File: src/rtl/reload_down_counter_timer_defines.svh
// ----------------------------------------------------------------------------
// Reload down-counter timer: assertion macros
// Shared concurrent-assertion shorthands, clocked on clk with async reset.
// ----------------------------------------------------------------------------
`ifndef RELOAD_DOWN_COUNTER_TIMER_DEFINES_SVH
`define RELOAD_DOWN_COUNTER_TIMER_DEFINES_SVH

// Same-cycle implication
`define RDCT_ASSERT_SAME(label, clk, rst_n, lhs, rhs) \
    label: assert property (@(posedge clk) disable iff (!rst_n) (lhs) |-> (rhs)) \
        else $error("timer assertion failed");

// Next-cycle implication
`define RDCT_ASSERT_NEXT(label, clk, rst_n, lhs, rhs) \
    label: assert property (@(posedge clk) disable iff (!rst_n) (lhs) |=> (rhs)) \
        else $error("timer assertion failed");

`endif

File: src/rtl/rdct_pkg.sv
// ----------------------------------------------------------------------------
// rdct_pkg
// Types and constants shared by the timer controller, datapath and top.
// ----------------------------------------------------------------------------
`timescale 1ns / 1ps
`default_nettype none

package rdct_pkg;

    localparam int unsigned MODE_W   = 2;
    localparam int unsigned TICK_W   = 8;
    localparam int unsigned OFF_W    = 3;
    localparam int unsigned BYTE_W   = 8;
    localparam int unsigned CNT_W    = 16;
    localparam int unsigned MAXT_W   = 16;

    // Transaction kinds
    localparam logic [MODE_W-1:0] MODE_TICK  = 2'd0;
    localparam logic [MODE_W-1:0] MODE_READ  = 2'd1;
    localparam logic [MODE_W-1:0] MODE_WRITE = 2'd2;

    // Register map
    localparam logic [OFF_W-1:0] OFF_RELOAD_LO = 3'd0;
    localparam logic [OFF_W-1:0] OFF_RELOAD_HI = 3'd1;
    localparam logic [OFF_W-1:0] OFF_COUNT_LO  = 3'd2;
    localparam logic [OFF_W-1:0] OFF_COUNT_HI  = 3'd3;
    localparam logic [OFF_W-1:0] OFF_CONTROL   = 3'd4;
    localparam logic [OFF_W-1:0] OFF_STATUS    = 3'd5;
    localparam logic [OFF_W-1:0] OFF_ACK       = 3'd6;

    // Control byte bits
    localparam int unsigned CTL_ENABLE = 0;
    localparam int unsigned CTL_AUTO   = 1;
    localparam int unsigned CTL_IRQEN  = 2;

    // Controller to datapath
    typedef struct packed {
        logic load;    // capture incoming transaction
        logic step;    // advance one tick
        logic finish;  // apply access, register result
    } dp_cmd_t;

    // Datapath to controller
    typedef struct packed {
        logic done;    // nothing left to do for the current transaction
    } dp_status_t;

endpackage

`default_nettype wire

File: src/rtl/rdct_in_if.sv
// ----------------------------------------------------------------------------
// rdct_in_if
// Request channel: valid/ready plus one timer transaction.
// ----------------------------------------------------------------------------
`timescale 1ns / 1ps
`default_nettype none

interface rdct_in_if;
    logic                            valid;
    logic                            ready;
    logic [rdct_pkg::MODE_W-1:0]     mode;
    logic [rdct_pkg::TICK_W-1:0]     tick_count;
    logic [rdct_pkg::OFF_W-1:0]      reg_offset;
    logic [rdct_pkg::BYTE_W-1:0]     write_data;

    modport source (output valid, output mode, output tick_count, output reg_offset,
                    output write_data, input ready);
    modport sink   (input valid, input mode, input tick_count, input reg_offset,
                    input write_data, output ready);
endinterface

`default_nettype wire

File: src/rtl/rdct_out_if.sv
// ----------------------------------------------------------------------------
// rdct_out_if
// Response channel: valid/ready plus read data and interrupt level.
// ----------------------------------------------------------------------------
`timescale 1ns / 1ps
`default_nettype none

interface rdct_out_if;
    logic                            valid;
    logic                            ready;
    logic [rdct_pkg::BYTE_W-1:0]     read_data;
    logic                            irq_pending;

    modport source (output valid, output read_data, output irq_pending, input ready);
    modport sink   (input valid, input read_data, input irq_pending, output ready);
endinterface

`default_nettype wire

File: src/rtl/rdct_datapath.sv
// ----------------------------------------------------------------------------
// rdct_datapath
// Timer state, captured transaction, tick counter and response register.
// ----------------------------------------------------------------------------
`timescale 1ns / 1ps
`default_nettype none

module rdct_datapath #(
    parameter int unsigned MAX_TICKS = 255
) (
    input  wire logic                          clk,
    input  wire logic                          rst_n,
    input  wire rdct_pkg::dp_cmd_t             cmd,
    output rdct_pkg::dp_status_t               status,
    input  wire logic [rdct_pkg::MODE_W-1:0]   mode,
    input  wire logic [rdct_pkg::TICK_W-1:0]   tick_count,
    input  wire logic [rdct_pkg::OFF_W-1:0]    reg_offset,
    input  wire logic [rdct_pkg::BYTE_W-1:0]   write_data,
    output logic      [rdct_pkg::BYTE_W-1:0]   read_data,
    output logic                               irq_pending
);

    // burst length never exceeds the smaller of the tick field and MAX_TICKS
    localparam int unsigned TICK_MAX = (1 << rdct_pkg::TICK_W) - 1;
    localparam int unsigned REM_MAX  = (MAX_TICKS < TICK_MAX) ? MAX_TICKS : TICK_MAX;
    localparam int unsigned REM_W    = $clog2(REM_MAX + 1);

    logic [rdct_pkg::CNT_W-1:0]  reload_reg, reload_next;
    logic [rdct_pkg::CNT_W-1:0]  count_reg, count_next;
    logic [rdct_pkg::BYTE_W-1:0] ctl_reg, ctl_next;
    logic                        ovf_reg, ovf_next;
    logic [rdct_pkg::MODE_W-1:0] mode_reg, mode_next;
    logic [rdct_pkg::OFF_W-1:0]  off_reg, off_next;
    logic [rdct_pkg::BYTE_W-1:0] wdata_reg, wdata_next;
    logic [REM_W-1:0]            rem_reg, rem_next;
    logic [rdct_pkg::BYTE_W-1:0] rd_reg, rd_next;
    logic                        irq_reg, irq_next;
    logic [rdct_pkg::BYTE_W-1:0] rd_mux;
    logic                        sat;

    // saturate the requested burst length
    assign sat = ({{(rdct_pkg::MAXT_W - rdct_pkg::TICK_W){1'b0}}, tick_count}
                  > rdct_pkg::MAXT_W'(MAX_TICKS));

    // register read mux
    always_comb
    begin
        case (off_reg)
            rdct_pkg::OFF_RELOAD_LO: rd_mux = reload_reg[7:0];
            rdct_pkg::OFF_RELOAD_HI: rd_mux = reload_reg[15:8];
            rdct_pkg::OFF_COUNT_LO:  rd_mux = count_reg[7:0];
            rdct_pkg::OFF_COUNT_HI:  rd_mux = count_reg[15:8];
            rdct_pkg::OFF_CONTROL:   rd_mux = ctl_reg;
            rdct_pkg::OFF_STATUS:    rd_mux = {{(rdct_pkg::BYTE_W-1){1'b0}}, ovf_reg};
            default:                 rd_mux = '0;
        endcase
    end

    // next-state logic
    always_comb
    begin
        reload_next = reload_reg;
        count_next  = count_reg;
        ctl_next    = ctl_reg;
        ovf_next    = ovf_reg;
        mode_next   = mode_reg;
        off_next    = off_reg;
        wdata_next  = wdata_reg;
        rem_next    = rem_reg;
        rd_next     = rd_reg;
        irq_next    = irq_reg;

        if (cmd.load)
        begin
            mode_next  = mode;
            off_next   = reg_offset;
            wdata_next = write_data;
            rem_next   = sat ? REM_W'(MAX_TICKS) : REM_W'(tick_count);
        end

        // one tick per cycle
        if (cmd.step)
        begin
            rem_next = rem_reg - REM_W'(1);
            if (count_reg == '0)
            begin
                ovf_next = 1'b1;
                if (ctl_reg[rdct_pkg::CTL_AUTO])
                    count_next = reload_reg;
                else
                    ctl_next[rdct_pkg::CTL_ENABLE] = 1'b0;
            end
            else
            begin
                count_next = count_reg - rdct_pkg::CNT_W'(1);
            end
        end

        // register write and response capture
        if (cmd.finish)
        begin
            if (mode_reg == rdct_pkg::MODE_WRITE)
            begin
                case (off_reg)
                    rdct_pkg::OFF_RELOAD_LO: reload_next[7:0]  = wdata_reg;
                    rdct_pkg::OFF_RELOAD_HI: reload_next[15:8] = wdata_reg;
                    rdct_pkg::OFF_CONTROL:
                    begin
                        ctl_next = wdata_reg;
                        if (wdata_reg[rdct_pkg::CTL_ENABLE])
                            count_next = reload_reg;
                    end
                    rdct_pkg::OFF_ACK:       ovf_next = 1'b0;
                    default:                 ;
                endcase
            end
            rd_next  = (mode_reg == rdct_pkg::MODE_READ) ? rd_mux : '0;
            irq_next = ovf_next & ctl_next[rdct_pkg::CTL_IRQEN];
        end
    end

    // timer state
    always_ff @(posedge clk or negedge rst_n)
    begin
        if (!rst_n)
        begin
            reload_reg <= '0;
            count_reg  <= '0;
            ctl_reg    <= '0;
            ovf_reg    <= 1'b0;
        end
        else
        begin
            reload_reg <= reload_next;
            count_reg  <= count_next;
            ctl_reg    <= ctl_next;
            ovf_reg    <= ovf_next;
        end
    end

    // transaction and response payload
    always_ff @(posedge clk)
    begin
        mode_reg  <= mode_next;
        off_reg   <= off_next;
        wdata_reg <= wdata_next;
        rem_reg   <= rem_next;
        rd_reg    <= rd_next;
        irq_reg   <= irq_next;
    end

    assign status.done = (mode_reg != rdct_pkg::MODE_TICK) || (rem_reg == '0)
                         || !ctl_reg[rdct_pkg::CTL_ENABLE];
    assign read_data   = rd_reg;
    assign irq_pending = irq_reg;

endmodule

`default_nettype wire

File: src/rtl/rdct_ctrl.sv
// ----------------------------------------------------------------------------
// rdct_ctrl
// Sequencer: accepts a transaction, runs it, owns the response valid.
// ----------------------------------------------------------------------------
`timescale 1ns / 1ps
`default_nettype none

`include "reload_down_counter_timer_defines.svh"

module rdct_ctrl (
    input  wire logic                  clk,
    input  wire logic                  rst_n,
    input  wire logic                  in_valid,
    output logic                       in_ready,
    output logic                       out_valid,
    input  wire logic                  out_ready,
    output rdct_pkg::dp_cmd_t          cmd,
    input  wire rdct_pkg::dp_status_t  status
);

    typedef enum logic [0:0] {
        ST_IDLE,
        ST_EXEC
    } state_t;

    state_t st_reg, st_next;
    logic   out_valid_reg, out_valid_next;
    logic   in_fire;

    // accept only when the response slot is free by the next edge
    assign in_ready = (st_reg == ST_IDLE) && (!out_valid_reg || out_ready);
    assign in_fire  = in_valid && in_ready;

    // commands
    always_comb
    begin
        cmd.load   = in_fire;
        cmd.step   = (st_reg == ST_EXEC) && !status.done;
        cmd.finish = (st_reg == ST_EXEC) && status.done;
    end

    // next state
    always_comb
    begin
        st_next        = st_reg;
        out_valid_next = out_valid_reg;
        if (out_valid_reg && out_ready)
            out_valid_next = 1'b0;
        case (st_reg)
            ST_IDLE:
            begin
                if (in_fire)
                    st_next = ST_EXEC;
            end
            ST_EXEC:
            begin
                if (status.done)
                begin
                    st_next        = ST_IDLE;
                    out_valid_next = 1'b1;
                end
            end
            default: st_next = ST_IDLE;
        endcase
    end

    // state and response valid
    always_ff @(posedge clk or negedge rst_n)
    begin
        if (!rst_n)
        begin
            st_reg        <= ST_IDLE;
            out_valid_reg <= 1'b0;
        end
        else
        begin
            st_reg        <= st_next;
            out_valid_reg <= out_valid_next;
        end
    end

    assign out_valid = out_valid_reg;

    `RDCT_ASSERT_NEXT(a_fire_to_exec, clk, rst_n, in_fire, st_reg == ST_EXEC)
    `RDCT_ASSERT_SAME(a_busy_blocks, clk, rst_n, st_reg == ST_EXEC, !in_ready)
    `RDCT_ASSERT_NEXT(a_finish_valid, clk, rst_n, cmd.finish, out_valid_reg)
    `RDCT_ASSERT_SAME(a_finish_free, clk, rst_n, cmd.finish, !out_valid_reg)

endmodule

`default_nettype wire

File: src/rtl/reload_down_counter_timer.sv
// ----------------------------------------------------------------------------
// reload_down_counter_timer
// 16-bit reload down-counter timer behind a byte register map.
// ----------------------------------------------------------------------------
// Usage:
//   cmd carries one transaction per valid/ready handshake: a tick burst
//   (mode 0), a register read (mode 1) or a register write (mode 2).
//   rsp returns exactly one transaction per request with read_data (zero
//   unless a read) and irq_pending after the request took effect.
//   A read or write is applied and its response registered once the
//   request is captured; a tick burst first runs N = min(tick_count,
//   MAX_TICKS) ticks, fewer if a one-shot overflow stops it or the timer
//   is disabled. The tick loop in the datapath advances the counter one
//   tick per cycle. One request is in flight at a time; the next is
//   accepted no earlier than the cycle its predecessor's response is
//   taken.
//   If the receiver stalls, the response holds in its output register and
//   cmd.ready stays low until the slot frees up.
//   Reset clears reload, counter, control and overflow and leaves both
//   channels idle.
// ----------------------------------------------------------------------------
`timescale 1ns / 1ps
`default_nettype none

module reload_down_counter_timer #(
    parameter int unsigned MAX_TICKS = 255
) (
    input  wire logic   clk,
    input  wire logic   rst_n,
    rdct_in_if.sink     cmd,
    rdct_out_if.source  rsp
);

    rdct_pkg::dp_cmd_t    dp_cmd;
    rdct_pkg::dp_status_t dp_status;
    logic                 in_ready;
    logic                 out_valid;

    rdct_ctrl u_ctrl (
        .clk       (clk),
        .rst_n     (rst_n),
        .in_valid  (cmd.valid),
        .in_ready  (in_ready),
        .out_valid (out_valid),
        .out_ready (rsp.ready),
        .cmd       (dp_cmd),
        .status    (dp_status)
    );

    rdct_datapath #(
        .MAX_TICKS (MAX_TICKS)
    ) u_datapath (
        .clk         (clk),
        .rst_n       (rst_n),
        .cmd         (dp_cmd),
        .status      (dp_status),
        .mode        (cmd.mode),
        .tick_count  (cmd.tick_count),
        .reg_offset  (cmd.reg_offset),
        .write_data  (cmd.write_data),
        .read_data   (rsp.read_data),
        .irq_pending (rsp.irq_pending)
    );

    assign cmd.ready = in_ready;
    assign rsp.valid = out_valid;

endmodule

`default_nettype wire
File: src/flat_wrapper.sv
// flat-port wrapper written by rule: the top's interface ports become plain ports
module reload_down_counter_timer_flat 
#(
    parameter int unsigned MAX_TICKS = 255
)
  (clk, rst_n, cmd_valid, cmd_mode, cmd_tick_count, cmd_reg_offset, cmd_write_data, cmd_ready, rsp_valid, rsp_read_data, rsp_irq_pending, rsp_ready);
  rdct_in_if cmd_i ();
  rdct_out_if rsp_i ();
  input  wire logic clk;
  input  wire logic rst_n;
  input wire logic [$bits(cmd_i.valid)-1:0] cmd_valid;
  input wire logic [$bits(cmd_i.mode)-1:0] cmd_mode;
  input wire logic [$bits(cmd_i.tick_count)-1:0] cmd_tick_count;
  input wire logic [$bits(cmd_i.reg_offset)-1:0] cmd_reg_offset;
  input wire logic [$bits(cmd_i.write_data)-1:0] cmd_write_data;
  output wire logic [$bits(cmd_i.ready)-1:0] cmd_ready;
  output wire logic [$bits(rsp_i.valid)-1:0] rsp_valid;
  output wire logic [$bits(rsp_i.read_data)-1:0] rsp_read_data;
  output wire logic [$bits(rsp_i.irq_pending)-1:0] rsp_irq_pending;
  input wire logic [$bits(rsp_i.ready)-1:0] rsp_ready;
  assign cmd_i.valid = cmd_valid;
  assign cmd_i.mode = cmd_mode;
  assign cmd_i.tick_count = cmd_tick_count;
  assign cmd_i.reg_offset = cmd_reg_offset;
  assign cmd_i.write_data = cmd_write_data;
  assign cmd_ready = cmd_i.ready;
  assign rsp_valid = rsp_i.valid;
  assign rsp_read_data = rsp_i.read_data;
  assign rsp_irq_pending = rsp_i.irq_pending;
  assign rsp_i.ready = rsp_ready;
  reload_down_counter_timer #(.MAX_TICKS(MAX_TICKS)) u_core (.clk(clk), .rst_n(rst_n), .cmd(cmd_i), .rsp(rsp_i));
endmodule
File: config.mk
export PLATFORM = sky130hd
export DESIGN_NAME = reload_down_counter_timer_flat
export DESIGN_NICKNAME = d
export VERILOG_FILES = /design/src/rtl/rdct_pkg.sv /design/src/rtl/rdct_in_if.sv /design/src/rtl/rdct_out_if.sv /design/src/rtl/rdct_datapath.sv /design/src/rtl/rdct_ctrl.sv /design/src/rtl/reload_down_counter_timer.sv /design/src/flat_wrapper.sv
export VERILOG_INCLUDE_DIRS = /design/src /design/src/rtl
export SDC_FILE = /design/constraint.sdc
export NUM_CORES = 1
export LEC_CHECK = 0
export BUFFER_PORTS_ARGS = -buffer_cell sky130_fd_sc_hd__buf_2
export CAP_MARGIN = 20
export CORE_MARGIN = 8
export CORE_UTILIZATION = 25
export CTS_BUF_LIST = sky130_fd_sc_hd__clkbuf_4 sky130_fd_sc_hd__clkbuf_8
export DETAILED_ROUTE_END_ITERATION = 10
export SETUP_SLACK_MARGIN = 0.02
export SYNTH_ARGS = -nofsm -noshare
export SYNTH_HDL_FRONTEND = slang
export SYNTH_SLANG_ARGS = --single-unit
File: constraint.sdc
create_clock -name clk -period 2.9 [get_ports clk]
set_input_delay 0.58 -clock clk [delete_from_list [all_inputs] [get_ports clk]]
set_output_delay 0.58 -clock clk [all_outputs]
set_load 0.02 [all_outputs]
After elaboration in Yosys (flattened, before gate mapping)
Index checks and enable logic that the tools add are counted.
- register bits after elaboration: 73
- output and inout port bits: 11
- logic and storage cells: 77
- add/sub/neg operators: 2
- equality and inequality tests: 10
- multiplexer cells: 29
- bitwise operators: 2
- reduce and logical (&&, ||, !) cells: 19
- operators by type and width (operator ; number):
    $mux 16 ; 7
    $pmux 8 s6 ; 1
    $mux 8 ; 5
    $logic_not 16->1 ; 1
    $sub 16x1->16 const B ; 1
    $mux 1 ; 15
    $eq 3x3->1 const B ; 3
    $reduce_and 3->1 ; 3
    $logic_not 8->1 ; 1
    $sub 8x1->8 const B ; 1
    $eq 3x2->1 const B ; 2
    $logic_and 1x1->1 ; 5
    $ne 2x2->1 const B ; 2
    $reduce_bool 2->1 ; 2
    $eq 3x1->1 const B ; 1
    $logic_not 1->1 ; 3
    $logic_not 3->1 ; 1
    $logic_or 1x1->1 ; 3
    $eq 2x1->1 const B ; 1
    $eq 2x2->1 const B ; 1
    $pmux 1 s2 ; 1
    $and 1x1->1 ; 1
    $not 1->1 ; 1

Depth between registers and ports, before layout
- depth after elaboration: 10
- depth in mapped cells: 9
- gate-level depth less buffers: 7

By module
A second synthesis with hierarchy kept.
- cell total of the unflattened synthesis: 372
- area total of the unflattened synthesis: 4038.9 µm²
- modules (own cells, without submodules) (module ; instances ; cells each ; area an instance (µm²) ; sequential area each (µm²)):
    rdct_datapath ; 1 ; 361 ; 3933.8 ; 1926.8
    rdct_ctrl ; 1 ; 11 ; 105.1 ; 50.0

Worst setup path before layout
No wires, ideal clock.
- path kind: register to register
- start point: register u_core.u_datapath.rem_reg[0]
- end point: register u_core.u_datapath.irq_reg, in the netlist u_core.u_datapath.irq_pending, enable pin
- setup time: 0.384 ns
- arrival time: 1.697 ns
- data required time: 2.516 ns
- path slack: 0.819 ns
- stages on the path, launching flop included: 6
- path buffers: 0
- path through: edfxtp_1 inv_1 ha_1 nor3b_1 nand2_1 a31oi_1
- RTL lines (item ; line ; text):
    start: declaration ; rdct_datapath.sv:35 ; logic [REM_W-1:0] rem_reg, rem_next;
    start signal: assignment ; rdct_datapath.sv:147 ; rem_reg <= rem_next;
    end signal: assignment ; rdct_datapath.sv:149 ; irq_reg <= irq_next;
    end: declaration ; rdct_datapath.sv:37 ; logic irq_reg, irq_next;

Worst setup path in the final report
- start point: register u_core.u_datapath.mode_reg[1] (netlist bit)
- end point: register u_core.u_datapath.count_reg[11] (netlist bit)
- cells in the longest elaborated chain, start to end: 10
- RTL lines (item ; line ; text):
    start: declaration ; rdct_datapath.sv:32 ; logic [rdct_pkg::MODE_W-1:0] mode_reg, mode_next;
    start signal: assignment ; rdct_datapath.sv:144 ; mode_reg <= mode_next;
    $reduce_bool 2->1 ; rdct_datapath.sv:152 ; assign status.done = (mode_reg != rdct_pkg::MODE_TICK) || (rem_reg == '0)
    $logic_or 1x1->1 ; rdct_datapath.sv:152 ;
    $logic_or 1x1->1 ; rdct_datapath.sv:153 ; || !ctl_reg[rdct_pkg::CTL_ENABLE];
    $logic_not 1->1 ; rdct_ctrl.sv:38 ; cmd.step = (st_reg == ST_EXEC) && !status.done;
    $logic_and 1x1->1 ; rdct_ctrl.sv:38 ;
    $mux 16 ; rdct_datapath.sv:82 ; if (cmd.step)
    $mux 16 ; rdct_datapath.sv:110 ; if (wdata_reg[rdct_pkg::CTL_ENABLE])
    $mux 16 ; rdct_datapath.sv:104 ; case (off_reg)
    $mux 16 ; rdct_datapath.sv:102 ; if (mode_reg == rdct_pkg::MODE_WRITE)
    $mux 16 * ; rdct_datapath.sv:100 ; if (cmd.finish)
    named net u_core.u_datapath.count_next (one bit) ; rdct_datapath.sv:29 ; logic [rdct_pkg::CNT_W-1:0] count_reg, count_next;
    end signal: assignment ; rdct_datapath.sv:135 ; count_reg <= count_next;
    end: declaration ; rdct_datapath.sv:29 ;
Mark *: on every way through the listed nets, which the timed path passes. The rest lies on a longest branch.
A chain may end at the register's enable or synchronous reset.

==> results.toml <==
[critical_path]
path_max_fanout = 19
critical_path.cell_chain = "and4bb_2 > a21boi_2 > nand2_1 > o311ai_0 > o211ai_1"
critPathKind = "reg -> reg"
start_kind = "register"
crit_path_end_kind = "register"
crit_arrival_ns = 2.60
cp_slowest_cell = "a21boi_2"
cp.required_ns = 3.11
max_stage_delay_ns = 0.70

[drt]
avgRoutedWirePerCell_um = 17.44
drc_errors = 0
vias = 2986
routed_wl_um = 10450
viasPerCell = 4.985
ant_nets = 0
firstDrtPassIters = 4
drt_iter0_markers = 257

[yosys]
yosys_warnings = 0
synth_area_leaders = "dfrtp_1 (27%), edfxtp_1 (23%), mux2_2 (6.9%)"
synth_fp_nets = 369
yosysTopAreaCell = "dfrtp_1"
synth_cell_type_count = 67
synth.ff_latch_count = 73
synth-edff-count = 30
yosys_most_used_dff = "dfrtp_1"
synthCells = 340
syn_avg_cell_area_um2 = 11.55
synthArstFlopShare = 0.5890
syn-cell-area_um2 = 3928
yosysSeqAreaShare = 0.5033
synth_top_area_share = 0.2740

[global_routing]
grt_antenna_before_repair = 0
grt_pass1_wl_um = 16810
grt_start_max_net_pins = 44
grt_pass1_vias = 2947
grt_usage = 0.1072
grt_overflow_total = 0

[floorplanning]
rows = 46
ios = 36
core_um2 = 15600
fp.dieH_um = 141.3
dieArea_um2 = 19980
die_x_um = 141.3
initial_core_util = 0.2518

[flow_run]
maxCapViolCount = 0

[final_layout]
final_nets = 407
fin_util = 0.2922
layout.cells.non_filler = 599
area_growth_pct = 16.06
antennaDiodeCount = 0
design_area_um2 = 4558
drive_gt1_frac = 0.2872

[clocking]
clk_latency_ns = 0.36
cts.path.max_buffers = 2
cts_tree = "done"
clk_root_buffer_cell = "clkbuf_8"
cts_setup_buffers = 0
cts_max_level = 3
cts_inserted_buffers = 9
ctsResizeCount = 0
holdBufCountCts = 0
path_clk_slew_ns = 0.08
cts_num_sinks = 73

[placement]
gp_congestion = 0.8915
dpl_cell_area_um2 = 4343
placed_cells = 582
hpwl_um = 7585
numPortBuffers = 35

[timing]
period_share = 0.8237
max_freq_ghz = 0.4186
grt_setup_unrepaired = "false"
final_max_slew_viol_count = 0
tightestPinTransition_ns = 0.8869
setup_viol = 0
slew_headroom = 0.4053
tns_ns = 0
skew_ns = 0.01514
final_hold_viol_count = 0
post-route-min-period_ns = 2.389

[power_and_ir_drop]
power.leakage_nw = 1.820
ir_worst_vdd_mv = 0.2855
p_per_area_nw_per_um2 = 831.2

[min_path]
hold_path_class = "in -> async"

[outcome]
outcome = "finished clean"
cell type report:
type | count | area [um2]
inverter | 11 | 41.29
clock buffer | 9 | 123.9
multi-input combinational | 240 | 1827
sequential | 73 | 1977
clock inverter | 7 | 71.32
fill | 1596 | 11040
timing repair buffer | 43 | 247.7
tap | 216 | 270.3
final timing paths:
check / startpoint / to / slack, ns / cells past startpoint
worst max register to register: u_core.u_datapath.mode_reg[1] / u_core.u_datapath.count_reg[11] / 0.51 / 5
worst max-delay path: u_core.u_datapath.mode_reg[1] / u_core.u_datapath.count_reg[11] / 0.51 / 5
worst min-delay path: rst_n / u_core.u_datapath.reload_reg[13] / 0.05 / 1
max in group asynchronous: rst_n / u_core.u_datapath.ctl_reg[1] / 2.39 / 2
min in group clk: cmd_write_data[4] / u_core.u_datapath.wdata_reg[4] / 0.40 / 1
worst min register to register: u_core.u_datapath.ctl_reg[7] / u_core.u_datapath.ctl_reg[7] / 0.51 / 1
power by group:
group          internal, mW  total (mW)  switching [mW]
registers              1.28        1.59           0.313
clock network         0.395       0.804           0.409
logic                 0.616        1.39           0.777
total                  2.29        3.79            1.50
layout by cell type, fill, tap and decap left out, drive strengths merged, types with 6 or more instances in the layout:
cell type	n
clkbuf	9
o21ai	18
o22a	6
a21oi	11
inv	11
mux4	6
mux2i	7
nand2b	6
nor2	22
nand2	30
buf	43
edfxtp	30
nor4	10
dfrtp	43
o211ai	6
nor3	11
mux2	24
nand3	9
a31oi	8
nor3b	6
logic make-up (layout without fill, tap and decap cells):
| group | Yosys count | count (layout) | share of synthesized area |
|---|---|---|---|
| and+or+nand+nor | 123 | 123 | 0.1921 |
| DFF | 73 | 73 | 0.5033 |
| AOI/OAI and AO/OA | 70 | 70 | 0.1258 |
| muxes | 37 | 37 | 0.1211 |
| buffers and inverters | 27 | 70 | 0.03154 |
| xor gates and xnor gates | 6 | 6 | 0.01338 |
| adders and majority gates | 4 | 4 | 0.01274 |
layer usage:
layer,track usage,part of all wire,vias to the layer above
li1,-,-,1370
met4,0.03111,0.011,0
met3,0.02856,0.076,10
met5,0,0,-
met1,0.1470,0.45,1494
met2,0.1619,0.46,112
per-stage QoR:
stage | worst slack, ns | hold WS, ns | total power, mW
2_1_floorplan | 0.8187 | 0.2844 | 2.602
3_3_place_gp | 0.6413 | 0.4824 | 2.965
3_5_place_dp | 0.5280 | 0.4958 | 2.969
4_1_cts | 0.5052 | 0.3792 | 3.792
5_1_grt | 0.2195 | 0.03722 | 4.018
6_report | 0.5114 | 0.05214 | 3.789
synthesized netlist by cell type, types with 5 or more instances:
cell,count
o21ai_0,13
o211ai_1,5
a31oi_1,8
edfxtp_1,30
clkbuf_1,5
nand3_1,9
nor2_1,20
buf_2,9
inv_1,11
nor4_1,7
a21oi_1,11
nand2_1,30
nor3_1,8
mux4_2,6
nand2b_1,6
mux2i_1,7
mux2_2,24
o22a_1,6
nor3b_1,6
dfrtp_1,43
critical path, delay by kind of cell, from the launching register on:
| family | cells | cell delay, ns |
|---|---|---|
| and+or+nand+nor | 2 | 0.53 |
| AOI/OAI and AO/OA | 3 | 1.24 |
| DFF | 1 | 0.47 |
(Power assumes the default switching activity.)
